--- src/rtl/core/xssl_pkg.sv ---
`timescale 1ns / 1ps

package xssl_pkg;

  localparam int LINE_MAX = 4096;
  localparam int POS_W    = $clog2(LINE_MAX + 1);
  localparam int RUN_W    = POS_W + 1;
  localparam int STATE_W  = 12;
  localparam int LS_W     = STATE_W + 1;
  localparam int STYLE_W  = 3;
  localparam int NRES     = 6;
  localparam int NSLOT    = NRES + 1;
  localparam int CNT_W    = $clog2(NSLOT + 1);

  typedef logic [POS_W-1:0]   pos_t;
  typedef logic [RUN_W-1:0]   run_t;
  typedef logic [CNT_W-1:0]   cnt_t;
  typedef logic [STATE_W-1:0] lstate_t;
  typedef logic [STYLE_W-1:0] style_t;

  localparam run_t LINE_MAX_RUN = run_t'(LINE_MAX);
  localparam pos_t LINE_MAX_POS = pos_t'(LINE_MAX);
  localparam cnt_t NRES_CNT     = cnt_t'(NRES);

  localparam lstate_t LX_TEXT        = lstate_t'(0);
  localparam lstate_t LX_TAG_START   = lstate_t'(1);
  localparam lstate_t LX_TAG_NAME    = lstate_t'(2);
  localparam lstate_t LX_TAG_BODY    = lstate_t'(3);
  localparam lstate_t LX_DQUOTE      = lstate_t'(4);
  localparam lstate_t LX_SQUOTE      = lstate_t'(5);
  localparam lstate_t LX_ATTR        = lstate_t'(6);
  localparam lstate_t LX_ENTITY      = lstate_t'(7);
  localparam lstate_t LX_DECL        = lstate_t'(8);
  localparam lstate_t LX_COMMENT     = lstate_t'(9);
  localparam lstate_t LX_COMMENT_END = lstate_t'(10);

  localparam style_t SY_TEXT    = style_t'(0);
  localparam style_t SY_TAG     = style_t'(1);
  localparam style_t SY_KEYWORD = style_t'(2);
  localparam style_t SY_STRING  = style_t'(3);
  localparam style_t SY_ATTR    = style_t'(4);
  localparam style_t SY_ENTITY  = style_t'(5);
  localparam style_t SY_COMMENT = style_t'(6);

  typedef struct packed {
    logic [7:0]      ch;
    logic [7:0]      ahead;
    logic            first;
    logic [LS_W-1:0] start_state;
    logic            line_end;
  } item_t;

  typedef struct packed {
    lstate_t    lex_state;
    logic       close_flag;
    pos_t       run_start;
    pos_t       position;
    logic [7:0] prev0;
    logic [7:0] prev1;
    logic       skip_next;
    logic       line_done;
  } ctx_t;

  typedef struct packed {
    logic            valid;
    pos_t            offset;
    style_t          style;
    logic            is_mark;
    logic [LS_W-1:0] line_state;
  } res_t;

  typedef res_t [NRES-1:0] res_vec_t;

  typedef struct packed {
    logic     load;
    cnt_t     cnt;
    res_vec_t res;
  } batch_t;

endpackage

--- src/rtl/core/xml_syntax_style_lexer_unit.sv ---
`timescale 1ns / 1ps

// Colours XML text one byte per request: each input request carries a byte, its
// lookahead byte and line framing, and the unit returns style marks and, when
// the line is left, a record of the packed line state (close flag in bit 12).
// A request enters an input register, is lexed there together with any byte
// that is handed back and the closing virtual byte at line end, and its
// results (up to six) are loaded into a result queue that delivers one result
// per cycle while the receiver is ready. A request that causes no result or
// one result then lets bytes stream at one per cycle; a request that causes
// more results holds the input until its last result goes out, as the queue
// must empty before the next request's results are loaded. Requests pass the
// input register and their results the queue register. Offsets saturate at 4096.
module xml_syntax_style_lexer_unit (
  input  logic                          clk,
  input  logic                          rst,
  input  logic                          in_valid,
  output logic                          in_ready,
  input  logic [7:0]                    ch,
  input  logic [7:0]                    ahead,
  input  logic                          first,
  input  logic [xssl_pkg::LS_W-1:0]     start_state,
  input  logic                          line_end,
  output logic                          out_valid,
  input  logic                          out_ready,
  output logic [xssl_pkg::POS_W-1:0]    mark_offset,
  output logic [xssl_pkg::STYLE_W-1:0]  style,
  output logic                          is_mark,
  output logic [xssl_pkg::LS_W-1:0]     line_state,
  output logic                          final_res
);

  xssl_pkg::item_t    item_q;
  logic               in_full;
  logic               process;
  logic               can_load;
  xssl_pkg::ctx_t     ctx;
  xssl_pkg::ctx_t     ctx_next;
  xssl_pkg::res_vec_t step_res;
  xssl_pkg::cnt_t     step_cnt;
  xssl_pkg::batch_t   batch;
  xssl_pkg::res_t     head;

  assign process  = in_full && can_load;
  assign in_ready = !in_full || process;

  always_ff @(posedge clk) begin
    if (rst) begin
      in_full <= 1'b0;
    end else if (in_valid && in_ready) begin
      in_full <= 1'b1;
    end else if (process) begin
      in_full <= 1'b0;
    end
  end

  always_ff @(posedge clk) begin
    if (in_valid && in_ready) begin
      item_q.ch          <= ch;
      item_q.ahead       <= ahead;
      item_q.first       <= first;
      item_q.start_state <= start_state;
      item_q.line_end    <= line_end;
    end
  end

  always_ff @(posedge clk) begin
    if (rst) begin
      ctx <= '0;
    end else if (process) begin
      ctx <= ctx_next;
    end
  end

  xssl_step u_step (
    .cur  (ctx),
    .item (item_q),
    .nxt  (ctx_next),
    .res  (step_res),
    .cnt  (step_cnt)
  );

  assign batch = {process, step_cnt, step_res};

  xssl_resq u_resq (
    .clk       (clk),
    .rst       (rst),
    .batch     (batch),
    .out_ready (out_ready),
    .out_valid (out_valid),
    .head      (head),
    .last      (final_res),
    .can_load  (can_load)
  );

  assign mark_offset = head.offset;
  assign style       = head.style;
  assign is_mark     = head.is_mark;
  assign line_state  = head.line_state;

  a_done_hold: assert property (@(posedge clk) disable iff (rst)
    (process && ctx.line_done && !item_q.first) |=> (ctx == $past(ctx)))
    else $error("Lexer state moved on a byte after the line was left.");

  a_bad_state_leaves: assert property (@(posedge clk) disable iff (rst)
    (process && item_q.first &&
     item_q.start_state[xssl_pkg::STATE_W-1:0] > xssl_pkg::LX_COMMENT_END) |=> ctx.line_done)
    else $error("An unknown start state did not leave the line at once.");

  a_results_on_first: assert property (@(posedge clk) disable iff (rst)
    (process && item_q.first) |-> (step_cnt != '0))
    else $error("A line start request caused no text mark.");

endmodule

--- src/rtl/core/xssl_step.sv ---
`timescale 1ns / 1ps

module xssl_step (
  input  xssl_pkg::ctx_t     cur,
  input  xssl_pkg::item_t    item,
  output xssl_pkg::ctx_t     nxt,
  output xssl_pkg::res_vec_t res,
  output xssl_pkg::cnt_t     cnt
);

  typedef struct packed {
    xssl_pkg::lstate_t lex_state;
    logic              close_flag;
    xssl_pkg::run_t    run;
    logic              skip;
  } lex_ctx_t;

  typedef struct packed {
    lex_ctx_t        cx;
    logic            again;
    logic            leave;
    xssl_pkg::res_t  mark;
  } pass_t;

  typedef struct packed {
    lex_ctx_t              cx;
    logic                  leave;
    xssl_pkg::res_t [2:0]  res;
  } lex_out_t;

  function automatic xssl_pkg::pos_t sat(input xssl_pkg::run_t x);
    if (x > xssl_pkg::LINE_MAX_RUN) begin
      return xssl_pkg::LINE_MAX_POS;
    end
    return x[xssl_pkg::POS_W-1:0];
  endfunction

  function automatic logic is_alpha(input logic [7:0] c);
    return (c >= "a" && c <= "z") || (c >= "A" && c <= "Z");
  endfunction

  function automatic logic is_name(input logic [7:0] c);
    return is_alpha(c) || (c >= "0" && c <= "9") || c == "-" || c == ":" || c == "_";
  endfunction

  function automatic logic is_space(input logic [7:0] c);
    return c == " " || (c >= 8'd9 && c <= 8'd13);
  endfunction

  function automatic xssl_pkg::res_t mk(input xssl_pkg::run_t s, input xssl_pkg::style_t sy);
    xssl_pkg::res_t r;
    r            = '0;
    r.valid      = 1'b1;
    r.offset     = sat(s);
    r.style      = sy;
    r.is_mark    = 1'b1;
    return r;
  endfunction

  function automatic xssl_pkg::res_t rec(input lex_ctx_t cx);
    xssl_pkg::res_t r;
    r            = '0;
    r.valid      = 1'b1;
    r.line_state = {cx.close_flag, cx.lex_state};
    return r;
  endfunction

  function automatic pass_t lex_pass(input lex_ctx_t cx, input logic [7:0] c,
                                     input logic [7:0] la, input xssl_pkg::run_t pos,
                                     input logic [7:0] prev0, input logic [7:0] prev1);
    pass_t p;
    logic  eol;
    p       = '0;
    p.cx    = cx;
    eol     = (c == 8'd0) || (c == "\n");
    unique case (cx.lex_state) inside
      xssl_pkg::LX_TEXT: begin
        p.cx.close_flag = 1'b0;
        if (c == "<") begin
          p.cx.lex_state = xssl_pkg::LX_TAG_START;
        end else if (c == "&") begin
          p.cx.lex_state = xssl_pkg::LX_ENTITY;
        end else if (eol) begin
          p.leave = 1'b1;
        end
        if ((p.leave || p.cx.lex_state != xssl_pkg::LX_TEXT) && cx.run <= pos) begin
          p.mark   = mk(cx.run, xssl_pkg::SY_TEXT);
          p.cx.run = pos;
        end
      end
      xssl_pkg::LX_TAG_START: begin
        if (is_alpha(c) || c == "/") begin
          p.cx.close_flag = (c == "/");
          p.mark          = mk(cx.run, xssl_pkg::SY_TAG);
          p.cx.run        = pos;
          p.cx.lex_state  = xssl_pkg::LX_TAG_NAME;
        end else if (c == "?") begin
          p.cx.lex_state = xssl_pkg::LX_TAG_START;
        end else if (c == "!") begin
          p.cx.lex_state = xssl_pkg::LX_DECL;
        end else if (eol) begin
          p.mark  = mk(cx.run, xssl_pkg::SY_TAG);
          p.leave = 1'b1;
        end else if (!is_space(c)) begin
          p.cx.lex_state = xssl_pkg::LX_TAG_BODY;
          p.again        = 1'b1;
        end
      end
      xssl_pkg::LX_TAG_NAME: begin
        if (!is_name(c)) begin
          p.mark          = mk(cx.run, xssl_pkg::SY_KEYWORD);
          p.cx.close_flag = 1'b0;
          p.cx.lex_state  = xssl_pkg::LX_TAG_BODY;
          p.cx.run        = pos;
          p.again         = 1'b1;
        end
      end
      xssl_pkg::LX_TAG_BODY: begin
        if (eol) begin
          p.mark  = mk(cx.run, xssl_pkg::SY_TAG);
          p.leave = 1'b1;
        end else if (c == ">") begin
          p.mark         = mk(cx.run, xssl_pkg::SY_TAG);
          p.cx.run       = pos + xssl_pkg::run_t'(1);
          p.cx.lex_state = xssl_pkg::LX_TEXT;
        end else if (c == "\"" || c == "'") begin
          p.mark         = mk(cx.run, xssl_pkg::SY_TAG);
          p.cx.run       = pos;
          p.cx.lex_state = (c == "\"") ? xssl_pkg::LX_DQUOTE : xssl_pkg::LX_SQUOTE;
        end else if (is_alpha(c)) begin
          p.mark         = mk(cx.run, xssl_pkg::SY_TAG);
          p.cx.run       = pos;
          p.cx.lex_state = xssl_pkg::LX_ATTR;
        end
      end
      xssl_pkg::LX_DQUOTE, xssl_pkg::LX_SQUOTE: begin
        if ((cx.lex_state == xssl_pkg::LX_DQUOTE && c == "\"") ||
            (cx.lex_state == xssl_pkg::LX_SQUOTE && c == "'")) begin
          p.mark         = mk(cx.run, xssl_pkg::SY_STRING);
          p.cx.run       = pos + xssl_pkg::run_t'(1);
          p.cx.lex_state = xssl_pkg::LX_TAG_BODY;
        end else if (eol) begin
          p.mark  = mk(cx.run, xssl_pkg::SY_STRING);
          p.leave = 1'b1;
        end
      end
      xssl_pkg::LX_ATTR: begin
        if (!is_name(c)) begin
          p.mark         = mk(cx.run, xssl_pkg::SY_ATTR);
          p.cx.run       = pos;
          p.cx.lex_state = xssl_pkg::LX_TAG_BODY;
          p.again        = 1'b1;
        end
      end
      xssl_pkg::LX_ENTITY: begin
        if (eol) begin
          p.mark         = mk(cx.run, xssl_pkg::SY_TEXT);
          p.cx.lex_state = xssl_pkg::LX_TEXT;
          p.leave        = 1'b1;
        end else if (c == ";") begin
          p.mark         = mk(cx.run, xssl_pkg::SY_ENTITY);
          p.cx.run       = pos + xssl_pkg::run_t'(1);
          p.cx.lex_state = xssl_pkg::LX_TEXT;
        end else if (is_space(c)) begin
          p.cx.lex_state = xssl_pkg::LX_TEXT;
        end
      end
      xssl_pkg::LX_DECL: begin
        if (c == "-" && la == "-" && pos == cx.run + xssl_pkg::run_t'(2) &&
            prev0 == "!" && prev1 == "<") begin
          p.mark         = mk(cx.run, xssl_pkg::SY_TAG);
          p.cx.run       = pos;
          p.cx.skip      = 1'b1;
          p.cx.lex_state = xssl_pkg::LX_COMMENT;
        end else if (c == ">") begin
          p.mark         = mk(cx.run, xssl_pkg::SY_TAG);
          p.cx.run       = pos + xssl_pkg::run_t'(1);
          p.cx.lex_state = xssl_pkg::LX_TEXT;
        end else if (eol) begin
          p.mark  = mk(cx.run, xssl_pkg::SY_TAG);
          p.leave = 1'b1;
        end
      end
      xssl_pkg::LX_COMMENT: begin
        if (c == "-" && la == "-") begin
          p.mark         = mk(cx.run, xssl_pkg::SY_COMMENT);
          p.cx.run       = pos + xssl_pkg::run_t'(2);
          p.cx.skip      = 1'b1;
          p.cx.lex_state = xssl_pkg::LX_COMMENT_END;
        end else if (eol) begin
          p.mark  = mk(cx.run, xssl_pkg::SY_COMMENT);
          p.leave = 1'b1;
        end
      end
      xssl_pkg::LX_COMMENT_END: begin
        if (c == ">") begin
          p.mark         = mk(cx.run, xssl_pkg::SY_TAG);
          p.cx.run       = pos + xssl_pkg::run_t'(1);
          p.cx.lex_state = xssl_pkg::LX_TEXT;
        end else if (eol) begin
          p.mark  = mk(cx.run, xssl_pkg::SY_TAG);
          p.leave = 1'b1;
        end
      end
      default: begin
        p.leave = 1'b1;
      end
    endcase
    return p;
  endfunction

  // A byte that is handed back is lexed once more; only the tag body state
  // can follow such a hand-back, and it never hands back again.
  function automatic lex_out_t lex_full(input lex_ctx_t cx, input logic [7:0] c,
                                        input logic [7:0] la, input xssl_pkg::run_t pos,
                                        input logic [7:0] prev0, input logic [7:0] prev1);
    pass_t    p1;
    pass_t    p2;
    lex_out_t o;
    p1       = lex_pass(cx, c, la, pos, prev0, prev1);
    p2       = lex_pass(p1.cx, c, la, pos, prev0, prev1);
    o        = '0;
    o.res[0] = p1.mark;
    if (p1.again && !p1.leave) begin
      o.cx     = p2.cx;
      o.leave  = p2.leave;
      o.res[1] = p2.mark;
    end else begin
      o.cx    = p1.cx;
      o.leave = p1.leave;
    end
    o.cx.run = {1'b0, sat(o.cx.run)};
    if (o.leave) begin
      o.res[2] = rec(o.cx);
    end
    return o;
  endfunction

  function automatic lex_ctx_t to_lex(input xssl_pkg::ctx_t c);
    lex_ctx_t l;
    l.lex_state  = c.lex_state;
    l.close_flag = c.close_flag;
    l.run        = {1'b0, c.run_start};
    l.skip       = 1'b0;
    return l;
  endfunction

  xssl_pkg::ctx_t                      c0;
  xssl_pkg::ctx_t                      c1;
  lex_out_t                            l1;
  lex_out_t                            l2;
  xssl_pkg::pos_t                      vpos;
  xssl_pkg::res_t [xssl_pkg::NSLOT-1:0] slot;

  always_comb begin
    c0   = cur;
    slot = '0;
    if (item.first) begin
      c0            = '0;
      c0.lex_state  = item.start_state[xssl_pkg::STATE_W-1:0];
      c0.close_flag = item.start_state[xssl_pkg::STATE_W];
      slot[0]       = mk('0, xssl_pkg::SY_TEXT);
    end

    l1 = lex_full(to_lex(c0), item.ch, item.ahead, xssl_pkg::run_t'(c0.position),
                  c0.prev0, c0.prev1);
    c1 = c0;
    if (c0.skip_next) begin
      c1.skip_next = 1'b0;
    end else begin
      c1.lex_state  = l1.cx.lex_state;
      c1.close_flag = l1.cx.close_flag;
      c1.run_start  = l1.cx.run[xssl_pkg::POS_W-1:0];
      c1.skip_next  = l1.cx.skip;
      c1.line_done  = l1.leave;
      slot[3:1]     = l1.res;
    end
    c1.prev1    = c0.prev0;
    c1.prev0    = item.ch;
    c1.position = sat(xssl_pkg::run_t'(c0.position) + xssl_pkg::run_t'(1));

    vpos = c1.position;
    if (c1.skip_next) begin
      vpos = sat(xssl_pkg::run_t'(c1.position) + xssl_pkg::run_t'(1));
    end
    l2  = lex_full(to_lex(c1), 8'd0, 8'd0, xssl_pkg::run_t'(vpos), c1.prev0, c1.prev1);
    nxt = c1;
    if (!c1.line_done && item.line_end) begin
      nxt.lex_state  = l2.cx.lex_state;
      nxt.close_flag = l2.cx.close_flag;
      nxt.run_start  = l2.cx.run[xssl_pkg::POS_W-1:0];
      nxt.skip_next  = l2.cx.skip;
      nxt.line_done  = l2.leave;
      slot[6:4]      = l2.res;
    end

    if (!item.first && cur.line_done) begin
      nxt  = cur;
      slot = '0;
    end
  end

  always_comb begin
    res = '0;
    cnt = '0;
    for (int j = 0; j < xssl_pkg::NSLOT; j++) begin
      if (slot[j].valid) begin
        if (cnt < xssl_pkg::NRES_CNT) begin
          res[cnt] = slot[j];
        end
        cnt = cnt + xssl_pkg::cnt_t'(1);
      end
    end
  end

endmodule

--- src/rtl/core/xssl_resq.sv ---
`timescale 1ns / 1ps

module xssl_resq (
  input  logic              clk,
  input  logic              rst,
  input  xssl_pkg::batch_t  batch,
  input  logic              out_ready,
  output logic              out_valid,
  output xssl_pkg::res_t    head,
  output logic              last,
  output logic              can_load
);

  xssl_pkg::res_vec_t q;
  xssl_pkg::cnt_t     count;
  logic               pop;

  assign out_valid = (count != '0);
  assign pop       = out_valid && out_ready;
  assign head      = q[0];
  assign last      = (count == xssl_pkg::cnt_t'(1));
  assign can_load  = (count == '0) || (last && out_ready);

  always_ff @(posedge clk) begin
    if (rst) begin
      count <= '0;
    end else if (batch.load) begin
      count <= batch.cnt;
    end else if (pop) begin
      count <= count - xssl_pkg::cnt_t'(1);
    end
  end

  always_ff @(posedge clk) begin
    if (batch.load) begin
      q <= batch.res;
    end else if (pop) begin
      for (int i = 0; i < xssl_pkg::NRES - 1; i++) begin
        q[i] <= q[i + 1];
      end
    end
  end

  a_count_bound: assert property (@(posedge clk) disable iff (rst)
    count <= xssl_pkg::NRES_CNT)
    else $error("Result queue holds more entries than one request can cause.");

  a_load_empty: assert property (@(posedge clk) disable iff (rst)
    batch.load |-> (count == '0 || (last && pop)))
    else $error("Results loaded over entries that are still waiting.");

  a_pop_step: assert property (@(posedge clk) disable iff (rst)
    (pop && !batch.load) |=> (count == $past(count) - xssl_pkg::cnt_t'(1)))
    else $error("Result count did not step down after a delivery.");

endmodule

--- config.mk ---
export PLATFORM = sky130hd
export DESIGN_NAME = xml_syntax_style_lexer_unit
export DESIGN_NICKNAME = d
export VERILOG_FILES = /design/src/rtl/core/xssl_pkg.sv /design/src/rtl/core/xml_syntax_style_lexer_unit.sv /design/src/rtl/core/xssl_step.sv /design/src/rtl/core/xssl_resq.sv
export SDC_FILE = /design/constraint.sdc
export NUM_CORES = 1
export LEC_CHECK = 0
export BUFFER_PORTS_ARGS = -buffer_cell sky130_fd_sc_hd__buf_2
export CORE_MARGIN = 2
export CORE_UTILIZATION = 35
export DETAILED_ROUTE_END_ITERATION = 12
export PLACE_DENSITY = 0.57
export REMOVE_ABC_BUFFERS = 1
export SYNTH_ARGS = -nofsm -noshare
export SYNTH_HDL_FRONTEND = slang
export SYNTH_SLANG_ARGS = --single-unit
--- constraint.sdc ---
create_clock -name clk -period 10.98 [get_ports clk]
set_input_delay 2.196 -clock clk [delete_from_list [all_inputs] [get_ports clk]]
set_output_delay 2.196 -clock clk [all_outputs]
set_load 0.05 [all_outputs]
==> impl_results.md <==
* Status: finished clean
* Setup crit start kind: flip-flop
* Critical Path Start: item_q[14]
* Worst path required time at 11.27 ns
* CP max stage cell: a2111oi_1
* Cell area after layout at 24,600 sq um
* CTS Root Cell: clkbuf_16
* Pre-CTS setup slack at about 0.19 ns
* Hold Slack at 0.458 ns
* Clk network pwr share at 20.8%
* Fmax at 93.5 MHz
* Top post-synthesis cells by count: 334 x nand2_1, 292 x nor2_1, 211 x edfxtp_1, 164 x clkbuf_1, 153 x a21oi_1
* Ys flop type: edfxtp_1
* Post-route core utilization at 39.8%
* Largest net degree at the start of global routing at 92
* Cell Area, Synth at approximately 22,000 sq um
* FP Rows at 91
* Detailed Routing Iterations Pass 1 at 7
* Slowest cell delay on critical path at 1.10 ns
* Die ar. at 64,600 sq um
* Maximum clock path buffer count at 3
* Die H at 254 microns
* Port Buf Inserts at 67
* Initial core utilization at 35.4%
* Critical path class: reg -> reg
* Synth top area cells: edfxtp_1 29%, nand2_1 5.7%, dfxtp_1 5.6%
* Vias per cell at 6.43
* Top-area cell type share of the netlist area at 28.9%
* Vias in the first global route at approximately 21,000
* Die width at about 250 microns
* Pleak at about 0.0086 uW
* Clock skew at 0.0483 ns
* Congestion Overflow GR at 0
* GRT Total Usage at 31.2%
* Layout Nets at around 2,800
* Setup violators final at 0
* Worst skew pair latency at between 0.5 and 0.6 ns
* Peak VDD IR at 0.141 mV
* Placer congestion estimate at 1.05
* Gate count of the mapped netlist at approximately 2,700
* Antenna violations before repair at 1
* Fin crit period at 10.69 ns
* Initial detailed-routing violation count at ~3,300
* Area growth from synthesis to layout at 12.4%
* Critical path arrival at 10.98 ns
* Routed Antenna Nets at 0
* CP Max Fanout at 91
* TritonCTS clock tree: yes
* Area post-placement at 23,600 sq um
* Final setup margin at about 0.29 ns
* # clock sinks at 272
* Hold Violations, Final at 0
* First-pass GRT wire length at 149 mm
* EDFF count, synth at 211
* Sw frac at 43.5%
* CP Capture Type: flip-flop
* Flip-flop and latch count after synthesis at 272
* Hpwl dp at between 70 and 80 mm
* # hold bufs at CTS at 0
* Switching power at 2260 uW
* Clk pin slew, worst setup/hold paths at 0.06 ns
* # H-tree levels at 2
* Unique masters post-synth at 110
* Cell with the most instances after synthesis: nand2_1
* Vias post-DR at 23,139
* Worst hold path startpoint: ctx[10]
* HP Class: reg -> reg
* Max_cap viols at 0
* CTS Buf Count at 34
* Flop pwr share at between 30% and 40%
* Fin. max-slew vios at 0
* Mean area per synthesized cell at 8.11 sq um
* Drt wl/cell at 28.5 microns
* DRT Wirelength at roughly 100 mm
* Layout cells sized above 1 at 12.4%
* Yosys warnings at 0
* RSZ-0062 raised after global routing: yes
* RR Startpoint: item_q[14]
* Post-synth top area cell: edfxtp_1
* Final period util at between 90 and 100%
* Number of remaining DRC errors at 0
* Sequential share of the synthesized area at 34.5%
* Power share of the combinational group at between 40% and 50%
* Internal Power at 2930 uW
* Ports at 68
* PwrDens at approximately 210 nW/um^2
* Crit path top cell by count: ha_1
* Post-synth ARST share at 0%
* Slew headroom at 14.1%
* Worst-margin pin slew at 1.28 ns
* Core area at roughly 62,000 sq um
==> final cells by class <==
cell class	instances	area, sq um
flip-flops and latches	272	7560
fillers	6317	37200
well taps	837	1050
clock buffers	39	891
inverters	73	280
clock inverters	21	141
repair buffers	212	1460
multi-input cells	2143	13200
diodes	1	2.50
==> power groups by stage <==
stage	Combinational (uW)	Clock (uW)	Sequential (uW)
detailed placement	2240	0	1840
floorplan	1290	0	2040
global route	2470	1140	1850
global placement	2220	0	1830
CTS	2250	1100	1820
finish	2290	1080	1820
==> cell families after synthesis <==
| kind of cell | Yosys count | synth area share (%) |
|---|---|---|
| mux | 88 | 4.13 |
| compound gates | 807 | 25.0 |
| xor+xnor | 44 | 1.92 |
| other cells | 1 | 0.0171 |
| simple gates | 1141 | 25.6 |
| flops | 272 | 34.5 |
| fa+ha+maj | 54 | 3.12 |
| buf+inv | 294 | 5.72 |
==> worst paths after layout <==
check,to,slack (ns),cells past startpoint
worst max-delay path,u_resq.q[45],0.29,32
worst min-delay path,ctx[10],0.46,2
worst max register to register,u_resq.q[45],0.29,32
worst min register to register,ctx[10],0.46,2
==> cells in the final DEF, fill, tap and decap left out, drive strengths merged, types with 11 or more instances in the layout <==
cell type and count:
nand2 335, nor2 293, o21ai 212, buf 212, edfxtp 211, a21oi 154
nand3 93, nor3 74, mux2i 72, inv 69, dfxtp 61, nor4 57
ha 53, nand4 48, a221oi 47, a22oi 39, o31ai 39, clkbuf 39
nand2b 38, a22o 38, a211oi 37, and2 36, xnor2 29, o22ai 27
o211ai 27, a31oi 25, and3 24, nor2b 23, clkinv 23, o21a 18
or3 17, or4 17, mux2 16, or2 15, o221ai 14, xor2 13
o32ai 12, a21o 11
==> worst max-delay path, delay by kind of cell (launching register included) <==
kind	cells	cell delay, ns
AO/OA/AOI/OAI	14	4.48
XOR/XNOR	1	0.43
adder cells (fa/ha/maj)	5	1.60
buffers and inverters	2	0.64
flip-flops	1	0.40
multiplexers	1	0.13
AND/OR/NAND/NOR	9	2.64
==> state kept, by name, indices dropped and copies added, names as in the netlist <==
register / flops
ctx: 57
in_full: 1
u_resq.head: 30
u_resq.q: 150
item_q: 31
u_resq.count: 3
==> metrics by stage <==
| step | std cells | power (uW) | TNS (ns) |
|---|---|---|---|
| after floorplan | 2488 | 3330 | -187.01 |
| after global routing | 3597 | 5460 | -1.03 |
| after CTS | 3597 | 5160 | 0 |
| after detailed placement | 3537 | 4070 | 0 |
| after global placement | 3537 | 4050 | 0 |
| final | 3598 | 5180 | 0 |
==> metal layers <==
layer  GRT usage, %  share of wire, %  vias up
met1           43.1                42    11250
met5              0                 0        -
met3           5.36               9.2      281
met4           15.1               5.7        0
li1               -                 -    10253
met2           47.2                43     1355
==> what timing repair did <==
action	4_1_cts	5_1_grt
endpoints found under the setup margin	0	143
resized for setup	0	9
buffers inserted	0	0
No activity file was read; power rests on OpenSTA's default activity.
